`src/rtl/core/ehpp_pkg.sv`:
```
`timescale 1ns / 1ps

package ehpp_pkg;

    localparam int BAND_COUNT = 8;
    localparam int BAND_IDX_W = $clog2(BAND_COUNT);
    localparam int POS_W      = 9;
    localparam int OFF_W      = 5;

    localparam logic [7:0] NO_CONTACT = 8'd200;
    localparam logic [7:0] RAW_LEN    = 8'd2;
    localparam logic [7:0] BAND_LEN   = 8'd24;

    localparam logic [POS_W-1:0] NEED_SHORT = POS_W'(1);
    localparam logic [POS_W-1:0] NEED_RAW   = POS_W'(3);
    localparam logic [POS_W-1:0] NEED_BAND  = POS_W'(25);

    localparam logic [OFF_W-1:0] OFF_LEN = OFF_W'(1);
    localparam logic [OFF_W-1:0] OFF_HI  = OFF_W'(2);

    localparam int FE_ATT  = 0;
    localparam int FE_MED  = 1;
    localparam int FE_RAW  = 2;
    localparam int FE_BAND = 3;

    typedef enum logic [2:0] {
        REG_SYNC_FIRST,
        REG_SYNC_SECOND,
        REG_CODE_QUALITY,
        REG_CODE_ATTENTION,
        REG_CODE_MEDITATION,
        REG_CODE_RAW_WAVE,
        REG_CODE_BAND_POWER,
        REG_FEATURE_ENABLES
    } cfg_idx_t;

    typedef struct packed {
        logic [7:0] code_quality;
        logic [7:0] code_attention;
        logic [7:0] code_meditation;
        logic [7:0] code_raw_wave;
        logic [7:0] code_band_power;
        logic [3:0] feature_enables;
    } codes_t;

    typedef struct packed {
        logic       en;
        logic [7:0] addr;
        logic [7:0] data;
    } mem_wr_t;

    typedef struct packed {
        logic       go;
        logic       bad;
        logic [7:0] len;
    } walk_cmd_t;

    typedef struct packed {
        logic busy;
    } walk_stat_t;

endpackage

```
`src/rtl/core/ehpp_if.sv`:
```
`timescale 1ns / 1ps

interface ehpp_byte_if;
    logic       valid;
    logic       ready;
    logic [7:0] rx_byte;

    modport source (output valid, output rx_byte, input ready);
    modport sink (input valid, input rx_byte, output ready);
endinterface

interface ehpp_res_if;
    logic               valid;
    logic               ready;
    logic               status;
    logic [7:0]         quality;
    logic               quality_good;
    logic [7:0]         attention;
    logic [7:0]         meditation;
    logic signed [15:0] raw_sample;
    logic [2:0]         band_index;
    logic [23:0]        band_value;
    logic               last;

    modport source (output valid, output status, output quality, output quality_good,
                    output attention, output meditation, output raw_sample,
                    output band_index, output band_value, output last, input ready);
    modport sink (input valid, input status, input quality, input quality_good,
                  input attention, input meditation, input raw_sample,
                  input band_index, input band_value, input last, output ready);
endinterface

interface ehpp_cfg_if;
    logic       valid;
    logic       ready;
    logic [2:0] index;
    logic [7:0] data;

    modport source (output valid, output index, output data, input ready);
    modport sink (input valid, input index, input data, output ready);
endinterface

```
`src/rtl/core/ehpp_walker.sv`:
```
`timescale 1ns / 1ps

module ehpp_walker import ehpp_pkg::*;
#(
    parameter int MAX_PAYLOAD = 169
)
(
    input  logic       clk,
    input  logic       rst_n,
    input  codes_t     codes,
    input  mem_wr_t    wr,
    input  walk_cmd_t  cmd,
    output walk_stat_t stat,
    ehpp_res_if.source res
);

    localparam int AW = $clog2(MAX_PAYLOAD);

    typedef enum logic [2:0] {
        W_IDLE,
        W_CODE_REQ,
        W_CODE,
        W_BODY,
        W_COMMIT,
        W_EMIT
    } state_t;

    typedef enum logic [2:0] {
        ROW_SKIP,
        ROW_QUALITY,
        ROW_ATTENTION,
        ROW_MEDITATION,
        ROW_RAW,
        ROW_BAND
    } row_kind_t;

    logic [7:0] mem [MAX_PAYLOAD];
    logic [7:0] rd_data_reg;

    state_t              state_reg;
    logic                bad_reg;
    logic [7:0]          len_reg;
    logic [POS_W-1:0]    row_pos_reg;
    logic [POS_W-1:0]    ptr_reg;
    logic [OFF_W-1:0]    off_reg;
    logic [OFF_W-1:0]    last_off_reg;
    row_kind_t           kind_reg;
    logic                ok_reg;
    logic                seen_reg;
    logic [7:0]          qual_reg;
    logic [7:0]          att_reg;
    logic [7:0]          med_reg;
    logic [15:0]         acc_reg;
    logic [BAND_IDX_W-1:0] band_k_reg;
    logic [1:0]          tri_reg;
    logic [BAND_IDX_W-1:0] idx_reg;
    logic [7:0]          quality_reg;
    logic [7:0]          attention_reg;
    logic [7:0]          meditation_reg;
    logic [15:0]         raw_reg;
    logic                good_ind_reg;
    logic [23:0]         band_regs [BAND_COUNT];

    row_kind_t        code_kind;
    logic [POS_W-1:0] need;
    logic [POS_W-1:0] len_pos;
    logic             row_fits;
    logic [POS_W-1:0] row_next;
    logic             last_item;

    always_ff @(posedge clk)
    begin
        if (wr.en)
        begin
            mem[wr.addr[AW-1:0]] <= wr.data;
        end
        rd_data_reg <= mem[ptr_reg[AW-1:0]];
    end

    always_comb
    begin
        code_kind = ROW_SKIP;
        need      = '0;
        priority if (rd_data_reg == codes.code_quality)
        begin
            code_kind = ROW_QUALITY;
            need      = NEED_SHORT;
        end
        else if (rd_data_reg == codes.code_attention)
        begin
            code_kind = ROW_ATTENTION;
            need      = NEED_SHORT;
        end
        else if (rd_data_reg == codes.code_meditation)
        begin
            code_kind = ROW_MEDITATION;
            need      = NEED_SHORT;
        end
        else if (rd_data_reg == codes.code_raw_wave)
        begin
            code_kind = ROW_RAW;
            need      = NEED_RAW;
        end
        else if (rd_data_reg == codes.code_band_power)
        begin
            code_kind = ROW_BAND;
            need      = NEED_BAND;
        end
        else
        begin
            code_kind = ROW_SKIP;
        end
    end

    assign len_pos   = POS_W'(len_reg);
    assign row_fits  = (row_pos_reg + need) < len_pos;
    assign row_next  = row_pos_reg + POS_W'(last_off_reg) + POS_W'(1);
    assign last_item = bad_reg || (idx_reg == BAND_IDX_W'(BAND_COUNT - 1));

    assign stat.busy = (state_reg != W_IDLE);

    assign res.valid        = (state_reg == W_EMIT);
    assign res.status       = bad_reg;
    assign res.quality      = quality_reg;
    assign res.quality_good = good_ind_reg;
    assign res.attention    = attention_reg;
    assign res.meditation   = meditation_reg;
    assign res.raw_sample   = raw_reg;
    assign res.band_index   = idx_reg;
    assign res.band_value   = bad_reg ? 24'd0 : band_regs[idx_reg];
    assign res.last         = last_item;

    always_ff @(posedge clk or negedge rst_n)
    begin
        if (!rst_n)
        begin
            state_reg      <= W_IDLE;
            bad_reg        <= 1'b0;
            len_reg        <= '0;
            row_pos_reg    <= '0;
            ptr_reg        <= '0;
            off_reg        <= '0;
            last_off_reg   <= '0;
            kind_reg       <= ROW_SKIP;
            ok_reg         <= 1'b0;
            seen_reg       <= 1'b0;
            qual_reg       <= NO_CONTACT;
            att_reg        <= '0;
            med_reg        <= '0;
            acc_reg        <= '0;
            band_k_reg     <= '0;
            tri_reg        <= '0;
            idx_reg        <= '0;
            quality_reg    <= '0;
            attention_reg  <= '0;
            meditation_reg <= '0;
            raw_reg        <= '0;
            good_ind_reg   <= 1'b0;
            for (int k = 0; k < BAND_COUNT; k++)
            begin
                band_regs[k] <= '0;
            end
        end
        else
        begin
            unique case (state_reg)
                W_IDLE:
                begin
                    if (cmd.go)
                    begin
                        bad_reg     <= cmd.bad;
                        len_reg     <= cmd.len;
                        row_pos_reg <= '0;
                        ptr_reg     <= '0;
                        seen_reg    <= 1'b0;
                        qual_reg    <= NO_CONTACT;
                        att_reg     <= '0;
                        med_reg     <= '0;
                        idx_reg     <= '0;
                        state_reg   <= cmd.bad ? W_EMIT : W_CODE_REQ;
                    end
                end
                W_CODE_REQ:
                begin
                    if (row_pos_reg >= len_pos)
                    begin
                        state_reg <= W_COMMIT;
                    end
                    else
                    begin
                        ptr_reg   <= ptr_reg + POS_W'(1);
                        state_reg <= W_CODE;
                    end
                end
                W_CODE:
                begin
                    if (code_kind == ROW_SKIP)
                    begin
                        row_pos_reg <= row_pos_reg + POS_W'(1);
                        ptr_reg     <= row_pos_reg + POS_W'(1);
                        state_reg   <= W_CODE_REQ;
                    end
                    else if (!row_fits)
                    begin
                        state_reg <= W_COMMIT;
                    end
                    else
                    begin
                        kind_reg     <= code_kind;
                        last_off_reg <= need[OFF_W-1:0];
                        off_reg      <= OFF_LEN;
                        ptr_reg      <= ptr_reg + POS_W'(1);
                        band_k_reg   <= '0;
                        tri_reg      <= '0;
                        state_reg    <= W_BODY;
                    end
                end
                W_BODY:
                begin
                    ptr_reg <= ptr_reg + POS_W'(1);
                    off_reg <= off_reg + OFF_W'(1);
                    unique case (kind_reg)
                        ROW_QUALITY:
                        begin
                            quality_reg <= rd_data_reg;
                            qual_reg    <= rd_data_reg;
                            seen_reg    <= 1'b1;
                        end
                        ROW_ATTENTION:
                        begin
                            if (codes.feature_enables[FE_ATT])
                            begin
                                att_reg <= rd_data_reg;
                            end
                        end
                        ROW_MEDITATION:
                        begin
                            if (codes.feature_enables[FE_MED])
                            begin
                                med_reg <= rd_data_reg;
                            end
                        end
                        ROW_RAW:
                        begin
                            if (off_reg == OFF_LEN)
                            begin
                                ok_reg <= codes.feature_enables[FE_RAW]
                                          && (rd_data_reg == RAW_LEN);
                            end
                            else if (off_reg == OFF_HI)
                            begin
                                acc_reg[7:0] <= rd_data_reg;
                            end
                            else if (ok_reg)
                            begin
                                raw_reg <= {acc_reg[7:0], rd_data_reg};
                            end
                        end
                        ROW_BAND:
                        begin
                            if (off_reg == OFF_LEN)
                            begin
                                ok_reg <= codes.feature_enables[FE_BAND]
                                          && (rd_data_reg == BAND_LEN);
                            end
                            else if (tri_reg == 2'd2)
                            begin
                                tri_reg    <= '0;
                                band_k_reg <= band_k_reg + BAND_IDX_W'(1);
                                if (ok_reg)
                                begin
                                    band_regs[band_k_reg] <= {acc_reg, rd_data_reg};
                                end
                            end
                            else
                            begin
                                tri_reg <= tri_reg + 2'd1;
                                acc_reg <= {acc_reg[7:0], rd_data_reg};
                            end
                        end
                        ROW_SKIP:
                        begin
                        end
                    endcase
                    if (off_reg == last_off_reg)
                    begin
                        row_pos_reg <= row_next;
                        ptr_reg     <= row_next;
                        state_reg   <= W_CODE_REQ;
                    end
                end
                W_COMMIT:
                begin
                    if (seen_reg)
                    begin
                        good_ind_reg <= (qual_reg == 8'd0);
                        if (codes.feature_enables[FE_ATT])
                        begin
                            attention_reg <= att_reg;
                        end
                        if (codes.feature_enables[FE_MED])
                        begin
                            meditation_reg <= med_reg;
                        end
                    end
                    state_reg <= W_EMIT;
                end
                W_EMIT:
                begin
                    if (res.ready)
                    begin
                        if (last_item)
                        begin
                            state_reg <= W_IDLE;
                        end
                        else
                        begin
                            idx_reg <= idx_reg + BAND_IDX_W'(1);
                        end
                    end
                end
                default:
                begin
                    state_reg <= W_IDLE;
                end
            endcase
        end
    end

endmodule

```
`src/rtl/core/eeg_headset_packet_parser.sv`:
```
`timescale 1ns / 1ps

// Serial EEG headset packet parser. Bytes before the checksum byte are taken
// one per cycle: sync hunt, length (above MAX_PAYLOAD drops the frame), then
// payload bytes written into a payload store and summed. The checksum byte
// starts a row walk that reads the store through its single registered read
// port: each row code is fetched in W_CODE_REQ and decoded in W_CODE, each row
// body byte is read in W_BODY. A good packet then delivers eight band results,
// a checksum mismatch one status result, one transfer per cycle while res.ready
// is high. rx.ready stays low from the checksum byte until the last result
// transfer. Configuration writes are always taken and must be issued while no
// packet is in flight. The payload store needs no clearing after reset.
module eeg_headset_packet_parser import ehpp_pkg::*;
#(
    parameter int MAX_PAYLOAD = 169
)
(
    input  logic       clk,
    input  logic       rst_n,
    ehpp_byte_if.sink  rx,
    ehpp_res_if.source res,
    ehpp_cfg_if.sink   cfg
);

    localparam logic [7:0] MAX_LEN = 8'(MAX_PAYLOAD);

    typedef enum logic [2:0] {
        PH_SYNC1,
        PH_SYNC2,
        PH_LEN,
        PH_DATA,
        PH_CSUM
    } phase_t;

    phase_t     phase_reg;
    logic [7:0] len_reg;
    logic [7:0] byte_count_reg;
    logic [7:0] sum_reg;
    logic [7:0] sync_first_reg;
    logic [7:0] sync_second_reg;
    codes_t     codes_reg;

    logic       accept;
    logic [7:0] count_next;
    walk_cmd_t  cmd;
    mem_wr_t    wr;
    walk_stat_t stat;

    assign rx.ready   = !stat.busy;
    assign cfg.ready  = 1'b1;
    assign accept     = rx.valid && rx.ready;
    assign count_next = byte_count_reg + 8'd1;

    assign cmd.go  = accept && (phase_reg == PH_CSUM);
    assign cmd.bad = (rx.rx_byte != ~sum_reg);
    assign cmd.len = len_reg;

    assign wr.en   = accept && (phase_reg == PH_DATA);
    assign wr.addr = byte_count_reg;
    assign wr.data = rx.rx_byte;

    always_ff @(posedge clk or negedge rst_n)
    begin
        if (!rst_n)
        begin
            sync_first_reg            <= 8'd170;
            sync_second_reg           <= 8'd170;
            codes_reg.code_quality    <= 8'd2;
            codes_reg.code_attention  <= 8'd4;
            codes_reg.code_meditation <= 8'd5;
            codes_reg.code_raw_wave   <= 8'd128;
            codes_reg.code_band_power <= 8'd131;
            codes_reg.feature_enables <= 4'hF;
        end
        else if (cfg.valid && cfg.ready)
        begin
            unique case (cfg_idx_t'(cfg.index))
                REG_SYNC_FIRST:      sync_first_reg            <= cfg.data;
                REG_SYNC_SECOND:     sync_second_reg           <= cfg.data;
                REG_CODE_QUALITY:    codes_reg.code_quality    <= cfg.data;
                REG_CODE_ATTENTION:  codes_reg.code_attention  <= cfg.data;
                REG_CODE_MEDITATION: codes_reg.code_meditation <= cfg.data;
                REG_CODE_RAW_WAVE:   codes_reg.code_raw_wave   <= cfg.data;
                REG_CODE_BAND_POWER: codes_reg.code_band_power <= cfg.data;
                REG_FEATURE_ENABLES: codes_reg.feature_enables <= cfg.data[3:0];
            endcase
        end
    end

    always_ff @(posedge clk or negedge rst_n)
    begin
        if (!rst_n)
        begin
            phase_reg      <= PH_SYNC1;
            len_reg        <= '0;
            byte_count_reg <= '0;
            sum_reg        <= '0;
        end
        else if (accept)
        begin
            unique case (phase_reg)
                PH_SYNC1:
                begin
                    if (rx.rx_byte == sync_first_reg)
                    begin
                        phase_reg <= PH_SYNC2;
                    end
                end
                PH_SYNC2:
                begin
                    phase_reg <= (rx.rx_byte == sync_second_reg) ? PH_LEN : PH_SYNC1;
                end
                PH_LEN:
                begin
                    if (rx.rx_byte > MAX_LEN)
                    begin
                        phase_reg <= PH_SYNC1;
                    end
                    else
                    begin
                        len_reg        <= rx.rx_byte;
                        byte_count_reg <= '0;
                        sum_reg        <= '0;
                        phase_reg      <= (rx.rx_byte == 8'd0) ? PH_CSUM : PH_DATA;
                    end
                end
                PH_DATA:
                begin
                    sum_reg        <= sum_reg + rx.rx_byte;
                    byte_count_reg <= count_next;
                    if (count_next >= len_reg)
                    begin
                        phase_reg <= PH_CSUM;
                    end
                end
                PH_CSUM:
                begin
                    phase_reg <= PH_SYNC1;
                end
                default:
                begin
                    phase_reg <= PH_SYNC1;
                end
            endcase
        end
    end

    ehpp_walker #(
        .MAX_PAYLOAD (MAX_PAYLOAD)
    ) u_walker (
        .clk   (clk),
        .rst_n (rst_n),
        .codes (codes_reg),
        .wr    (wr),
        .cmd   (cmd),
        .stat  (stat),
        .res   (res)
    );

    assert property (@(posedge clk) disable iff (!rst_n)
        (accept && (phase_reg == PH_CSUM)) |=> (stat.busy && !rx.ready))
    else $error("walk did not start after checksum transfer");

    assert property (@(posedge clk) disable iff (!rst_n)
        res.valid |-> (phase_reg == PH_SYNC1))
    else $error("result pending while framer is inside a packet");

    assert property (@(posedge clk) disable iff (!rst_n)
        (res.valid && res.ready && res.last) |=> !res.valid)
    else $error("result after final transfer of a packet");

    assert property (@(posedge clk) disable iff (!rst_n)
        (res.valid && res.status) |-> (res.last && (res.band_value == 24'd0)))
    else $error("checksum status result malformed");

endmodule
```
`src/flat_wrapper.sv`:
```
// flat-port wrapper written by rule: the top's interface ports become plain ports
module eeg_headset_packet_parser_flat import ehpp_pkg::*;
#(
    parameter int MAX_PAYLOAD = 169
)
  (clk, rst_n, rx_valid, rx_rx_byte, rx_ready, res_valid, res_status, res_quality, res_quality_good, res_attention, res_meditation, res_raw_sample, res_band_index, res_band_value, res_last, res_ready, cfg_valid, cfg_index, cfg_data, cfg_ready);
  ehpp_byte_if rx_i ();
  ehpp_res_if res_i ();
  ehpp_cfg_if cfg_i ();
  input  logic clk;
  input  logic rst_n;
  input wire logic [$bits(rx_i.valid)-1:0] rx_valid;
  input wire logic [$bits(rx_i.rx_byte)-1:0] rx_rx_byte;
  output wire logic [$bits(rx_i.ready)-1:0] rx_ready;
  output wire logic [$bits(res_i.valid)-1:0] res_valid;
  output wire logic [$bits(res_i.status)-1:0] res_status;
  output wire logic [$bits(res_i.quality)-1:0] res_quality;
  output wire logic [$bits(res_i.quality_good)-1:0] res_quality_good;
  output wire logic [$bits(res_i.attention)-1:0] res_attention;
  output wire logic [$bits(res_i.meditation)-1:0] res_meditation;
  output wire logic [$bits(res_i.raw_sample)-1:0] res_raw_sample;
  output wire logic [$bits(res_i.band_index)-1:0] res_band_index;
  output wire logic [$bits(res_i.band_value)-1:0] res_band_value;
  output wire logic [$bits(res_i.last)-1:0] res_last;
  input wire logic [$bits(res_i.ready)-1:0] res_ready;
  input wire logic [$bits(cfg_i.valid)-1:0] cfg_valid;
  input wire logic [$bits(cfg_i.index)-1:0] cfg_index;
  input wire logic [$bits(cfg_i.data)-1:0] cfg_data;
  output wire logic [$bits(cfg_i.ready)-1:0] cfg_ready;
  assign rx_i.valid = rx_valid;
  assign rx_i.rx_byte = rx_rx_byte;
  assign rx_ready = rx_i.ready;
  assign res_valid = res_i.valid;
  assign res_status = res_i.status;
  assign res_quality = res_i.quality;
  assign res_quality_good = res_i.quality_good;
  assign res_attention = res_i.attention;
  assign res_meditation = res_i.meditation;
  assign res_raw_sample = res_i.raw_sample;
  assign res_band_index = res_i.band_index;
  assign res_band_value = res_i.band_value;
  assign res_last = res_i.last;
  assign res_i.ready = res_ready;
  assign cfg_i.valid = cfg_valid;
  assign cfg_i.index = cfg_index;
  assign cfg_i.data = cfg_data;
  assign cfg_ready = cfg_i.ready;
  eeg_headset_packet_parser #(.MAX_PAYLOAD(MAX_PAYLOAD)) u_core (.clk(clk), .rst_n(rst_n), .rx(rx_i), .res(res_i), .cfg(cfg_i));
endmodule
```
`config.mk`:
```
export PLATFORM = sky130hd
export DESIGN_NAME = eeg_headset_packet_parser_flat
export DESIGN_NICKNAME = d
export VERILOG_FILES = /design/src/rtl/core/ehpp_pkg.sv /design/src/rtl/core/ehpp_if.sv /design/src/rtl/core/ehpp_walker.sv /design/src/rtl/core/eeg_headset_packet_parser.sv /design/src/flat_wrapper.sv
export SDC_FILE = /design/constraint.sdc
export NUM_CORES = 2
export LEC_CHECK = 0
export BUFFER_PORTS_ARGS = -buffer_cell sky130_fd_sc_hd__buf_2
export CORE_ASPECT_RATIO = 1.1
export CORE_MARGIN = 5
export CORE_UTILIZATION = 60
export CTS_BUF_LIST = sky130_fd_sc_hd__clkbuf_16
export DETAILED_ROUTE_END_ITERATION = 8
export PLACE_DENSITY = 0.76
export SLEW_MARGIN = 40
export SYNTH_ARGS = -nofsm -noshare
export SYNTH_HDL_FRONTEND = slang
export SYNTH_SLANG_ARGS = --single-unit
```
`constraint.sdc`:
```
create_clock -name clk -period 5.7 [get_ports clk]
set_input_delay 0.57 -clock clk [delete_from_list [all_inputs] [get_ports clk]]
set_output_delay 0.57 -clock clk [all_outputs]
set_load 0.02 [all_outputs]
```
# After elaboration in Yosys (flattened, before gate mapping)
# Memory sizes are Yosys's and may differ from the RTL's. A register that Yosys moved wholly into a read port is not among the register bits.
# Cells that the tools add are included.
# totals
ramBits	1352
out_inout_bits	73
register_bits	413
memories	1
word_cells	273
inputBits	24
# memory_table
name	depth	width	read_ports	rd_ports_with_merged_regs	write_ports	line	text
u_core.u_walker.mem	169	8	1	1	1	ehpp_walker.sv:37	logic [7:0] mem [MAX_PAYLOAD];
# classes
magnitude_cmp	7
mux	86
reduce_logical	54
addsub	11
n_eq_ne	63
bitwise	8
# op_table
operator	n
$bwmux W192	1
$mux W24	4
$mux W8	12
$pmux W8 S2	6
$mux W3	25
$bmux W24 S3	1
$demux W24 S3	1
$mux W9	7
$eq A8 B8 Y1	7
$pmux W9 S4	1
$mux W5	7
$ne A2 B2 Y1 const B	16
$reduce_and A4 Y1	8
$eq A3 B3 Y1 const B	10
$add A9 B1 Y9 const B	3
$pmux W9 S3	1
$eq A3 B2 Y1 const B	8
$reduce_and A3 Y1	8
$reduce_and A2 Y1	11
$ne A2 B1 Y1 const B	10
$pmux W3 S6	1
$logic_not A8 Y1	2
$reduce_and A5 Y1	3
$eq A3 B1 Y1 const B	4
other kinds (39)	72

# Longest topological paths before layout
# logic_depth
word_depth	11
ltp_mapped	21
mapped_depth_nobuf	18

# Hierarchy
# A second synthesis with hierarchy kept.
# hier_totals
cells_unflattened	4100
hier_area_um2	73131.4
# modules_own_cells
module	seq_area_each_um2	instances	area_per_inst_um2	cells_per_inst
ehpp_walker	48845.6	1	68871.1	3767
eeg_headset_packet_parser	2202.1	1	4260.3	333

# Least setup slack after synthesis
# No wires, ideal clock.
# synth_path
kind	register -> register
start	register u_core.u_walker.rd_data_reg[7], read port of u_core.u_walker.mem
end	register u_core.u_walker.ptr_reg[3]
setup_ns	0.126
path_slack_ns	1.426
stages_incl_launch_ff	21
t_required_ns	5.574
path_buffers	2
t_arrival_ns	4.148
period_less_slack_ns	4.274
path_cell_list	dfxtp_1 > buf_4 > xnor2_1 > nand4_1 > nor2_1 > or3_1 > clkbuf_1 > nor2_1 > inv_1 > ha_1 > fa_1 > nand4_1 > a21boi_0 > xnor2_1 > ha_1 > a21o_1 > a21oi_1 > o211a_1 > a21oi_2 > a2111o_1 > a221o_1
# synth_between
elab_chain_cells	10
word_cells_on_any_way	22
classes_between	1 x add/sub; 1 x order compare; 6 x eq/ne; 12 x mux; 2 x reduce/logical
# synth_lines
item	line	text
from (decl)	ehpp_walker.sv:38	logic [7:0] rd_data_reg;
$eq A8 B8 Y1	ehpp_walker.sv:104	else if (rd_data_reg == codes.code_band_power)
$mux W5	ehpp_walker.sv:104	
$mux W5	ehpp_walker.sv:99	else if (rd_data_reg == codes.code_raw_wave)
$mux W5	ehpp_walker.sv:94	else if (rd_data_reg == codes.code_meditation)
$mux W5	ehpp_walker.sv:89	else if (rd_data_reg == codes.code_attention)
$mux W5 *	ehpp_walker.sv:84	priority if (rd_data_reg == codes.code_quality)
net u_core.u_walker.need[0]	ehpp_walker.sv:65	logic [POS_W-1:0] need;
$add A9 B9 Y9 *	ehpp_walker.sv:116	assign row_fits = (row_pos_reg + need) < len_pos;
$lt A9 B8 Y1 *	ehpp_walker.sv:116	
$ne A3 B3 Y1 (no source line) *	n/a	
$reduce_and A4 Y1 (no source line) *	n/a	
to (signal assigned)	ehpp_walker.sv:191	ptr_reg <= ptr_reg + POS_W'(1);
to (signal assigned)	ehpp_walker.sv:200	ptr_reg <= row_pos_reg + POS_W'(1);
to (signal assigned)	ehpp_walker.sv:212	ptr_reg <= ptr_reg + POS_W'(1);
to (decl)	ehpp_walker.sv:44	logic [POS_W-1:0] ptr_reg;
# The timed path passes the listed nets; every way through them passes the cells marked *.
# A chain may end at the register's enable or synchronous reset.

# Worst setup path after layout
# layout_path
start	register u_core.u_walker.rd_data_reg[4], read port of u_core.u_walker.mem
end	register u_core.u_walker.ptr_reg[3]
# Same word-level chain as after synthesis.

==> metrics.txt <==
Post-Synth Simple-Gate Area ~3.7%; Critical Path Start Type flop; combinational family with the most area after synthesis multiplexers; Synth Register Bits 1770; Worst VDD drop 0.313 mV; most frequent cells after synthesis edfxtp_1, dfrtp_1, mux4_2; Final min period 5.19 ns; WHS between 0.15 and 0.2 ns; met1 Usage GRT 36.8%; starting density of the core 60.3%; Placement Rows 134; routing usage on met2 44.5%; io pins 97; Initial DRC Count ~4700; Max Slew Vio Count 0; Die Wd 343 µm; crit-path cells buf_4 -> xnor2_1 -> nand4_1 -> nor2_1 -> or3_1 -> nor2_1 -> inv_1 -> ha_1 -> fa_1 -> nand4_1 -> a21boi_0 -> xnor2_1 -> ha_1 -> a21o_1 -> a21oi_1 -> o211a_1 -> a21oi_2 -> a2111o_1 -> a221o_1; CP Max Fanout 11; Critical R2R Launch u_core.u_walker.rd_data_reg[4]; Mapped Nets 4195; Placer Congestion 0.896; Max transition margin a little over a third; clock buffer depth 3; Pwr Total between 20 and 30 mW; drt pass-1 iters 8; CTS Sinks 1770; layout cells sized above 1 a little over a quarter; final worst path period share 91.0%; routed len/inst approximately 30 µm; gr busiest metal met2; share of flip-flops with an asynchronous set or reset 23.2%; PortBufs 95; Detail Placement HPWL 108 mm; CTS root buffer clkbuf_16; Setup-failing EPs final 0; synth unique cells 87; WL final between 150 and 200 mm; synth top area cells edfxtp_1, dfrtp_1, mux4_2; P_leak 28.3 nW; Worst-path clk slew 0.06 ns; arrival time of the worst setup path approximately 5.9 ns; CTS tree built; Synth Area in Compound Gates 4.47%; Die Ht roughly 380 µm; Power Density 327 nW/µm²; Max stage delay on crit path a little under 0.6 ns; Post-Synthesis Cells 4118; max reg flops 1352; met3 Usage GRT 6.01%; Synth Cell Area 73100 µm²; full die area approximately 130000 µm²; slowest cell on the critical path dfxtp_1; f_max 193 MHz; setup TNS 0 ns; GR Overflow Total 0; Synth top area share 55.6%; initial antenna violation count 2; via count 39600; # DRC 0; xor/xnor share of the synthesized area under 10%; Top delay family on crit path compound AO/OA/AOI/OAI gates; CP Capture Type flop; Tightest Pin Transition 0.958 ns; status completed; Fin. Hold Viols 0; Setup CP Type flop to flop; Layout Skew 0.0244 ns; Post-CTS Resized 0; first-pass GRT wire length 263 mm; Core Area 121000 µm²; Seq/Total Area, Yosys 69.9%; mux cell area share after synthesis 17.8%; Synth Area in Adders 0.938%; CP Launch Point u_core.u_walker.rd_data_reg[4]; Max Cap Viol 0; RSZ-0062 raised after global routing false; post-synth top area cell edfxtp_1; largest net degree at the start of global routing 154; synthesized area per cell 17.7 µm²; Vias/cell 6.59; Post-synth EDFFs 1352; Yosys warnings 0; HP Class input port to flop; top_reg_cell synth edfxtp_1; vias in the first global route 40000; gr usage total between 20% and 30%; # fillers 7859; total CTS buffers 171; Area Overhead vs Synth 10.6%; HP Start rx_rx_byte[1]; Worst EP required between 6 and 7 ns; Util after Layout 66.7%; Final ANT Viol Nets 0; clock latency on the worst-skew pair a little over 0.8 ns; CTS H-tree lvls 4; count leader, synth edfxtp_1; Buf/Inv on CP 2; fin nets between 4000 and 5000
cells in the final DEF (no fill, tap or decap), types with 23 or more instances in the layout:
master	n
inv_1	74
mux2i_1	204
nand4_1	23
nor3_1	42
edfxtp_1	1352
ha_1	50
mux4_2	320
buf_4	81
o221ai_1	75
nand2_1	128
nor2_1	226
xor2_1	34
a21oi_1	84
xnor2_1	56
nor2_2	33
buf_2	87
clkbuf_16	174
dfrtp_1	379
dfstp_2	23
nand3_1	35
clkinv_2	36
o22ai_1	42
o21ai_0	56
a22o_1	32
clkinv_1	34
mux2_2	313
logic make-up after synthesis:
family / after synthesis
flip-flops: 1770
multiplexers: 855
AND/OR/NAND/NOR: 595
AO/OA/AOI/OAI: 455
buffers and inverters: 299
XOR/XNOR: 90
adder cells (fa/ha/maj): 53
other: 1
final timing paths:
path,endpoint,slack (ns),cells past startpoint
worst max-delay path,u_core.u_walker.ptr_reg[3],0.51,19
max in group asynchronous,u_core.u_walker.band_regs[12],3.90,4
min in group asynchronous,u_core.u_walker.band_regs[163],0.41,2
worst min register to register,u_core.u_walker.band_regs[40],0.48,1
worst min-delay path,u_core.u_walker.mem[70][1],0.16,1
worst max register to register,u_core.u_walker.ptr_reg[3],0.51,19
repair_timing:
item | CTS | global route
hold buffers | 1 | 0
hold endpoints to repair | 91 | 0
setup endpoints to repair | 0 | 0
setup buffers | 0 | 0
per-stage QoR:
stage | setup slack (ns) | cells | cell area (µm²)
2_1_floorplan | 1.43 | 4118 | 73100
3_3_place_gp | 0.634 | 5686 | 75100
3_5_place_dp | 0.619 | 5687 | 75200
4_1_cts | 0.582 | 6001 | 80700
5_1_grt | 0.313 | 6006 | 80800
6_report | 0.510 | 6007 | 80800
metal layers:
metal | routed length, µm | part of all wire, %
met2 | 87000 | 49
met1 | 66500 | 37
met5 | 36 | 0.020
met3 | 15700 | 8.8
met4 | 8660 | 4.9
where the power goes:
group / total [mW] / internal [mW] / switching, mW
combinational: 1.17 / 0.457 / 0.711
clock: 11.0 / 6.15 / 4.84
sequential: 14.3 / 14.0 / 0.246
total: 26.4 / 20.7 / 5.79
area by class of cell:
type	count	area [µm²]	share of cell area [%]
clock inverters	139	1090	1.35
clock buffers	174	4350	5.39
well taps	1632	2040	2.53
flip-flops and latches	1770	51100	63.2
diodes	2	5.00	0.00619
inverters	42	160	0.198
repair buffers	199	1510	1.87
multi-input cells	2049	20600	25.5
Power figures use the tool's default switching activity.
